$ cat src/hw/rtl/pmp_pkg.sv
// shared types and constants for the paged memory protection unit
// no dependencies
`default_nettype none

package pmp_pkg;

    localparam int NUM_PAGES  = 16;
    localparam int PAGE_BYTES = 4096;
    localparam int IDX_W      = (NUM_PAGES > 1) ? $clog2(NUM_PAGES) : 1;
    localparam int OFF_W      = $clog2(PAGE_BYTES);
    localparam int PN_W       = 32 - OFF_W;
    localparam int ROW_W      = IDX_W + OFF_W - 2;
    localparam int BANK_ROWS  = NUM_PAGES * PAGE_BYTES / 4;

    localparam logic [31:0] CONSOLE_ADDR = 32'h0000_00A0;
    localparam logic [31:0] INPUT_ADDR   = 32'h0000_00A4;

    typedef enum logic [3:0] {
        OP_RD_BYTE  = 4'd0,
        OP_RD_WORD  = 4'd1,
        OP_RD_DWORD = 4'd2,
        OP_FETCH    = 4'd3,
        OP_WR_BYTE  = 4'd4,
        OP_WR_WORD  = 4'd5,
        OP_WR_DWORD = 4'd6,
        OP_MAP      = 4'd7,
        OP_UNMAP    = 4'd8
    } t_op;

    typedef enum logic [1:0] {
        ST_OK       = 2'd0,
        ST_FAULT    = 2'd1,
        ST_NO_WRITE = 2'd2,
        ST_FULL     = 2'd3
    } t_status;

    typedef struct packed {
        logic [3:0]  op;
        logic [31:0] address;
        logic [31:0] write_data;
        logic [1:0]  page_flags;
    } t_in_item;

    typedef struct packed {
        logic [31:0] read_data;
        logic [1:0]  status;
        logic        console_valid;
        logic [7:0]  console_char;
        logic        input_read_event;
    } t_out_item;

    // classified access handed from front to back, vector fields we, row and wdata indexed by bank
    typedef struct packed {
        logic                  rd;
        logic [3:0]            we;
        logic [3:0][ROW_W-1:0] row;
        logic [3:0][7:0]       wdata;
        logic [1:0]            off;
        logic [3:0]            keep;
        t_status               status;
        logic                  cvalid;
        logic [7:0]            cchar;
        logic                  ievent;
    } t_cmd;

endpackage

`default_nettype wire

$ cat src/hw/rtl/pmp_queue.sv
// two-entry queue of classified accesses between front and back
// depends on pmp_pkg
`default_nettype none

module pmp_queue (
    input  wire logic          i_clk,
    input  wire logic          i_rst_n,
    input  wire logic          i_push,
    input  wire pmp_pkg::t_cmd i_cmd,
    output logic               o_full,
    input  wire logic          i_pop,
    output logic               o_valid,
    output pmp_pkg::t_cmd      o_cmd
);
    import pmp_pkg::*;

    t_cmd       r_slot [2];
    logic       r_wp, r_rp;
    logic [1:0] r_cnt;

    assign o_full  = (r_cnt == 2'd2);
    assign o_valid = (r_cnt != 2'd0);
    assign o_cmd   = r_slot[r_rp];

    always_ff @(posedge i_clk) begin
        if (i_push) r_slot[r_wp] <= i_cmd;
    end

    always_ff @(posedge i_clk) begin
        if (!i_rst_n) begin
            r_wp  <= 1'b0;
            r_rp  <= 1'b0;
            r_cnt <= 2'd0;
        end else begin
            if (i_push) r_wp <= ~r_wp;
            if (i_pop)  r_rp <= ~r_rp;
            r_cnt <= r_cnt + 2'(i_push) - 2'(i_pop);
        end
    end

endmodule

`default_nettype wire

$ cat config.mk
export PLATFORM = sky130hd
export DESIGN_NAME = pmp_queue
export DESIGN_NICKNAME = d
export VERILOG_FILES = /design/src/hw/rtl/pmp_pkg.sv /design/src/hw/rtl/pmp_queue.sv
export SDC_FILE = /design/constraint.sdc
export NUM_CORES = 1
export LEC_CHECK = 0
export BUFFER_PORTS_ARGS = -buffer_cell sky130_fd_sc_hd__buf_4
export CAP_MARGIN = 10
export CELL_PAD_IN_SITES_DETAIL_PLACEMENT = 1
export CELL_PAD_IN_SITES_GLOBAL_PLACEMENT = 2
export CORE_MARGIN = 3
export CORE_UTILIZATION = 34
export DETAILED_ROUTE_END_ITERATION = 16
export PLACE_DENSITY = 0.85
export SLEW_MARGIN = 30
export SYNTH_ARGS = -nofsm -noshare
export SYNTH_HDL_FRONTEND = slang
export SYNTH_SLANG_ARGS = --single-unit
$ cat constraint.sdc
create_clock -name i_clk -period 6.23 [get_ports i_clk]
set_input_delay 1.246 -clock i_clk [delete_from_list [all_inputs] [get_ports i_clk]]
set_output_delay 1.246 -clock i_clk [all_outputs]
set_load 0.01 [all_outputs]
# Word level (Yosys, flattened, before mapping)
# Memory sizes are Yosys's and may differ from the RTL's. A register that Yosys moved wholly into a read port is not among the register bits.
# Cells that the tools add are included.
[totals] reg_bits=4 latch_bits=0 ramBits=222 rom_bits=0 inputBits=115 elab_cells=14 memories=1
[classes] n_addsub=2 multipliers=0 div_mod_pow=0 n_lt_le_gt_ge=0 eq_ne=1 shifts=0 muxes=4 n_bitwise=2 n_reduce_logical=1
[mem_list] memory="r_slot" depth=2 word_bits=111 rd=1 rd_ports_with_merged_regs=1 wr=1 line="pmp_queue.sv:17" rtl="t_cmd r_slot [2];"
[op_table] operator="2-to-1 mux 1 bit" count=4
[op_table] operator="adder 2 x 1 -> 2 bit" count=1
[op_table] operator="== test 2 bit (second input constant)" count=1
[op_table] operator="NOT 1 bit" count=2
[op_table] operator="nonzero test 2 bit" count=1
[op_table] operator="subtractor 2 x 1 -> 2 bit" count=1

# Depth between registers and ports, before layout
# Gate-level depths: netlist of run 1.
[depth] word_depth=3 ltp_mapped=6

# Worst setup path after synthesis of run 1
# OpenSTA, ideal clock, no wires.
[synth_path] path_type="input -> register" from="input i_push" to="memory r_slot[0][0] (netlist name) (enable)" setup_ps=596 arrival_ps=6099 required_time_ps=5634 path_slack_ps=-465 cell_stages=1 path_buffers=0 path_cell_list="nor2b_1"
[synth_between] elab_chain_cells=2
[synth_lines] item="start: declaration" line="pmp_queue.sv:8" rtl="input wire logic i_push,"
[synth_lines] item="2-to-1 mux 1 bit" line="pmp_queue.sv:26" rtl="if (i_push) r_slot[r_wp] <= i_cmd;"
[synth_lines] item="2-to-1 mux 1 bit (not written as such)" line="pmp_queue.sv:26"
[synth_lines] item="end: declaration" line="pmp_queue.sv:17"
# Every way passes these cells.

==> impl_metrics.json, run 1 <==
{
  "status": "finished clean",
  "route.detailed.drc": 0,
  "core_area_um2": 23680,
  "crit_path_start_kind": "flop",
  "grt_pass1_vias": 4801,
  "pin_count": 228,
  "post_cts.repair.setup_buffers": 0,
  "viasPerCell": 4.404,
  "cp-end-kind": "primary output",
  "pwr-share-clk": 0.421,
  "htreeDepth": 1,
  "critPathArrivalTime_ps": 2530,
  "synth-edff-count": 222,
  "path_class": "flop to primary output",
  "max_freq_mhz": 264.6,
  "power_density_nw_per_um2": 339.6,
  "syn_area_um2": 8267,
  "hpwl_um": 12180,
  "grt.overflow.total": 0,
  "crit_fanout": 51,
  "cts_sinks": 227,
  "synth_top_family_by_area": "multiplexers",
  "synth_compound_area_frac": 0.0009081,
  "intPower_uw": 3022,
  "root_buffer": "clkbuf_16",
  "antenna_left": 0,
  "power_switching_uw": 793.5,
  "synth_area_leaders": "edfxtp_1 81%, mux2_2 15%, buf_6 1.4%",
  "peakVddDrop_uv": 239.1,
  "synth_nets": 483,
  "yosysMostFrequentCell": "edfxtp_1",
  "p_seq_frac": 0.470,
  "clk_latency_ps": 510,
  "drive_above_1_share": 0.6171,
  "syn_avg_cell_area_um2": 22.59,
  "async_flop_share": 0,
  "synth.ff_latch_count": 227,
  "min_period_over_period": 0.6066,
  "hold_violations": 0,
  "setup_viol": 0,
  "synth_xor_area_frac": 0.003784,
  "maxCapViolations": 0,
  "fin_util": 0.4743,
  "cts_buffer_depth": 3,
  "skew_ps": 6.451,
  "placementRows": 56,
  "antenna_cells": 0,
  "wl_per_cell_um": 19.17,
  "die_w_um": 161.9,
  "swShare": 0.2080,
  "p_leak_uw": 0.004185,
  "dieArea_um2": 26220,
  "tns_ps": 0,
  "num_vias": 4188,
  "cts_tree": "done",
  "ys_seq_area_frac": 0.8185,
  "post-route-min-period_ps": 3779,
  "hold_path_class": "flop to flop",
  "portBuffers": 227,
  "cts_resized": 0,
  "syn_inst": 366,
  "start_util": 0.3491,
  "clkTransAtPathRegs_ps": 60,
  "pwr-share-comb": 0.109,
  "yosysTopAreaCell": "edfxtp_1",
  "worst_hold_slack_ps": 588.2,
  "synth.top_cell.area_share": 0.8064,
  "synth_mux_area_frac": 0.1512,
  "grt_usage": 0.1333,
  "globalplace.congestion": 0.7234,
  "slew_headroom": 0.4064,
  "cts_inserted_buffers": 25,
  "ys_warn_count": 0,
  "ys_top_cells_by_count": "222 x edfxtp_1, 111 x mux2_2, 10 x buf_6",
  "fin_nets": 730,
  "tightest_slew_ps": 890.4,
  "first_pass_iters": 4,
  "dieHeight_um": 161.9,
  "synth_cell_types": 13,
  "grt_setup_unrepaired": "no",
  "wl_um": 18240,
  "cp.required_ps": 4980,
  "drt_first_iter_violations": 222,
  "synth-main-ff-cell": "edfxtp_1",
  "antenna_found_initial": 0,
  "grt_max_degree": 73,
  "ctsHoldBuffers": 0,
  "final_max_slew_viol_count": 0,
  "synth-simple-area-share": 0.006811,
  "syn2layout_area_growth_pct": 35.89,
  "grt_pass1_wl_um": 27440,
  "synth_fa_ha_area_frac": 0.003027
}
==> final timing paths <==
check	startpoint	slack, ps	end	cells past startpoint
setup reg to reg	r_wp$_SDFFE_PN0P_	3940	r_slot[0][9]$_DFFE_PP_	3
hold reg to reg	r_rp$_SDFFE_PN0P_	590	r_rp$_SDFFE_PN0P_	2
setup / recovery	flop	2450	o_cmd[12]	4
hold / removal	r_rp$_SDFFE_PN0P_	590	r_rp$_SDFFE_PN0P_	2
==> state kept, by name (all words and copies together), names as in the netlist, named ones only <==
name / flops
r_wp: 1
r_rp: 1
r_slot: 222
r_cnt: 2
==> layer usage <==
layer  GRT usage  wire length (µm)  vias up
li1            -                 -     1944
met1      0.1508              6862     2070
met2      0.2495              9784      149
met3     0.03545              1266       25
met4     0.03296               321        0
met5           0                 0        -
==> cells by family (layout without fill, tap and decap cells) <==
family,count (synthesis),after routing
fa+ha+maj,2,2
mux,111,111
compound gates,1,1
simple gates,9,9
flops,227,227
buf+inv,14,280
xor+xnor,2,2
==> final cells by class <==
| type | count | area [µm²] |
|---|---|---|
| clock buffers | 27 | 633.1 |
| clock inverters | 19 | 281.5 |
| fillers | 2317 | 12450 |
| inverters | 2 | 7.507 |
| multi-input cells | 125 | 1380 |
| flip-flops and latches | 227 | 6770 |
| well taps | 319 | 399.1 |
| repair buffers | 232 | 1762 |
==> layout by cell type (no fill, tap or decap), types with 2 or more instances in the layout <==
cell type and n:
inv_1 2, clkbuf_1 2, clkinvlp_4 2, mux2_2 111
ha_1 2, clkinv_2 7, and2_1 3, dfxtp_1 4
clkbuf_16 25, nor2b_1 3, buf_4 231, bufinv_16 7
edfxtp_1 222
==> power by group through the flow <==
stage | clock, µW | sequential, µW | combinational, µW
floorplan | 0 | 1820 | 208
global placement | 0 | 1830 | 394
detailed placement | 0 | 1840 | 406
CTS | 1650 | 1810 | 410
global route | 1720 | 1800 | 448
finish | 1610 | 1790 | 416
==> metrics by stage <==
| step | power [µW] | std cells | setup WS, ps | area [µm²] |
|---|---|---|---|---|
| floorplan | 2025 | 366 | 1632 | 8269 |
| global placement | 2226 | 904 | 2792 | 10290 |
| detailed placement | 2245 | 904 | 2720 | 10290 |
| CTS | 3872 | 950 | 2163 | 11210 |
| global route | 3970 | 951 | 2316 | 11230 |
| finish | 3815 | 951 | 2451 | 11230 |
==> worst max-delay path: stages (launching register included) <==
cell and delay (ps):
dfxtp_4 560, buf_16 300, buf_4 520, mux2_2 420, buf_4 150
(Power assumes the default switching activity.)
==> run 2, diff against run 1 <==
--- a/config.mk
+++ b/config.mk
@@ -5,6 +5,7 @@
 export SDC_FILE = /design/constraint.sdc
 export NUM_CORES = 1
 export LEC_CHECK = 0
+export ABC_AREA = 1
 export BUFFER_PORTS_ARGS = -buffer_cell sky130_fd_sc_hd__buf_4
 export CAP_MARGIN = 10
 export CELL_PAD_IN_SITES_DETAIL_PLACEMENT = 1
==> constraint.sdc (replaced) <==
create_clock -name i_clk -period 3.1 [get_ports i_clk]
set_input_delay 0.62 -clock i_clk [delete_from_list [all_inputs] [get_ports i_clk]]
set_output_delay 0.62 -clock i_clk [all_outputs]
set_load 0.01 [all_outputs]
==> run 2 against run 1 <==
  * Setup slack worse by 2000 ps
  * Cell count up 1.3%
  * Sequential power up 100%
  * Combinational power up 80%
  * Clock-buffer cell count up 8
  * Register-to-register slack worse by 2500 ps
  * Largest cell class unchanged
  * Total power up 86%
  * Die area about the same
==> impl_metrics.json, run 2 <==
{
  "antenna_cells": 0,
  "root_buffer": "clkbuf_16",
  "ys_top_cells_by_count": "222 x edfxtp_1, 111 x mux2_2, 10 x buf_6",
  "grt_usage": 0.1339,
  "instances_no_fill": 963,
  "ys_seq_area_frac": 0.8188,
  "cp-end-kind": "primary output",
  "largest_reg_flops": 222,
  "grt.overflow.total": 0,
  "globalplace.congestion": 0.7500,
  "cts_tree": "done",
  "synth-main-ff-cell": "edfxtp_1",
  "worstReg2RegEnd": "r_slot[1][36]$_DFFE_PP_",
  "min_period_over_period": 0.8687,
  "htreeDepth": 1,
  "stdcell_area_um2": 11100,
  "slew_headroom": 0.4912,
  "synth_top_family_by_area": "multiplexers",
  "placementRows": 56,
  "dp.cells": 918,
  "status": "finished clean",
  "post-route-min-period_ps": 2693,
  "yosysTopAreaCell": "edfxtp_1",
  "synth.top_cell.area_share": 0.8067,
  "hold_path_class": "input pin to flop",
  "maxCapViolations": 0,
  "whs_path_depth": 1,
  "final.fill_count": 2330,
  "synth_fa_ha_area_frac": 0.003028,
  "antenna_found_initial": 0,
  "start_util": 0.3490,
  "r2r_slack_ps": 1450,
  "clkTransAtPathRegs_ps": 60,
  "die_w_um": 161.9,
  "power_density_nw_per_um2": 638.8,
  "p_leak_uw": 0.004131,
  "drive_above_1_share": 0.5854,
  "setup_viol": 0,
  "placed_cell_area_um2": 10340,
  "pin_count": 228,
  "tightest_slew_ps": 763.2,
  "cts_inserted_buffers": 25,
  "async_flop_share": 0,
  "hp-start": "i_cmd[18]",
  "critPathArrivalTime_ps": 2070,
  "grt_max_degree": 61,
  "worstHoldEndpoint": "r_slot[0][18]$_DFFE_PP_",
  "wl_per_cell_um": 19.23,
  "peakVddDrop_uv": 520.8,
  "synth_compound_area_frac": 0.0006056,
  "top_regs": "r_slot x222, r_cnt x2",
  "cts_sinks": 227,
  "post_cts.repair.setup_buffers": 0,
  "synth_area_leaders": "edfxtp_1 81%, mux2_2 15%, buf_6 1.4%",
  "portBuffers": 227,
  "dieArea_um2": 26210,
  "clk_latency_ps": 500,
  "final_cell_mix": "230 x buf_4, 222 x edfxtp_1, 111 x mux2_2",
  "syn_area_um2": 8264,
  "tns_ps": 0,
  "grt_pass1_vias": 4850,
  "cts_resized": 0,
  "first_pass_iters": 4,
  "crit_fanout": 60,
  "yosysMostFrequentCell": "edfxtp_1",
  "synth_cell_types": 11,
  "max_freq_mhz": 371.3,
  "r2r_start": "r_wp$_SDFFE_PN0P_",
  "drt_first_iter_violations": 188,
  "final_common_cell": "buf_4",
  "crit_path_start_kind": "flop",
  "grt_setup_unrepaired": "no",
  "ctsHoldBuffers": 0,
  "synth-simple-area-share": 0.008327,
  "cp.required_ps": 2480,
  "hpwl_um": 12580,
  "final_max_slew_viol_count": 0,
  "synth_mux_area_frac": 0.1512,
  "ys_warn_count": 0,
  "synth.ff_latch_count": 227,
  "synth_nets": 495,
  "synth_xor_area_frac": 0,
  "p_total_uw": 7090,
  "num_vias": 4355,
  "fin_nets": 743,
  "cts_buffer_depth": 3,
  "syn_inst": 378,
  "top_register": "r_slot",
  "dieHeight_um": 161.9,
  "wl_um": 18520,
  "syn2layout_area_growth_pct": 34.31,
  "hold_violations": 0,
  "path_class": "flop to primary output",
  "antenna_left": 0,
  "syn_avg_cell_area_um2": 21.86,
  "synth-edff-count": 222,
  "viasPerCell": 4.522,
  "grt_pass1_wl_um": 27520,
  "ff2ff_path_depth": 3,
  "core_area_um2": 23680,
  "route.detailed.drc": 0,
  "skew_ps": 12.53
}
-- run 2: cell count changes after synthesis, moves of 4 or more --
cell     delta
nand2_1     +9
inv_1       +5
nor2b_1     -4
and2_1      -4
nor2_1      +8
-- run 2: how the worst max path moves through the flow --
| stage | end | from | slack [ps] | cells after the start |
|---|---|---|---|---|
| global route | o_cmd[64] | flop | 310 | 3 |
| finish | o_cmd[60] | flop | 410 | 3 |
| CTS | o_cmd[69] | flop | 370 | 3 |
| global placement | o_cmd[64] | flop | 940 | 3 |
| floorplan | r_slot[1][0]$_DFFE_PP_ | i_push | 350 | 2 |
| detailed placement | o_cmd[64] | flop | 900 | 3 |
-- run 2: per-layer routing --
| layer | part of all wire | vias up | GRT usage | wire (µm) |
|---|---|---|---|---|
| met5 | 0 | - | 0 | 0 |
| met4 | 0.034 | 0 | 0.04420 | 630 |
| met3 | 0.067 | 42 | 0.03545 | 1243 |
| met2 | 0.51 | 159 | 0.2398 | 9437 |
| met1 | 0.39 | 2175 | 0.1565 | 7203 |
| li1 | - | 1979 | - | - |
-- run 2: final cells by class --
class / count / area, µm² / share of cell area
Clock buffer: 35 / 663.1 / 0.05975
Clock inverter: 10 / 93.84 / 0.008455
Inverter: 7 / 30.03 / 0.002705
Multi-Input combinational cell: 132 / 1356 / 0.1222
Sequential cell: 227 / 6770 / 0.6100
Tap cell: 319 / 399.1 / 0.03596
Timing Repair Buffer: 233 / 1787 / 0.1610
-- run 2: worst max-delay path, cell delays in order, from the launching register on --
cell and delay (ps):
dfxtp_4 610, buf_12 350, mux2_2 380, buf_4 150
-- run 2: cell families after synthesis --
family	Yosys count
AOI/OAI and AO/OA	1
adders and majority gates	2
buffers and inverters	19
DFF	227
muxes	111
and+or+nand+nor	18
-- run 2: report_power, final --
group / total [µW] / internal [µW] / leakage [µW] / switching [µW]
Sequential: 3610 / 3560 / 0.00213 / 53.4
Clock: 2730 / 1650 / 0.000368 / 1080
Combinational: 750 / 398 / 0.00164 / 352
-- run 2: stage by stage --
step                      setup slack, ps  hold WS [ps]    util
final                               406.9         295.0  0.4687
after global routing                314.6         274.0  0.4687
after detailed placement            904.3         490.3  0.4367
after CTS                           369.1         270.9  0.4687
after global placement              944.4         475.4  0.4367
after floorplan                     348.8         463.5       -
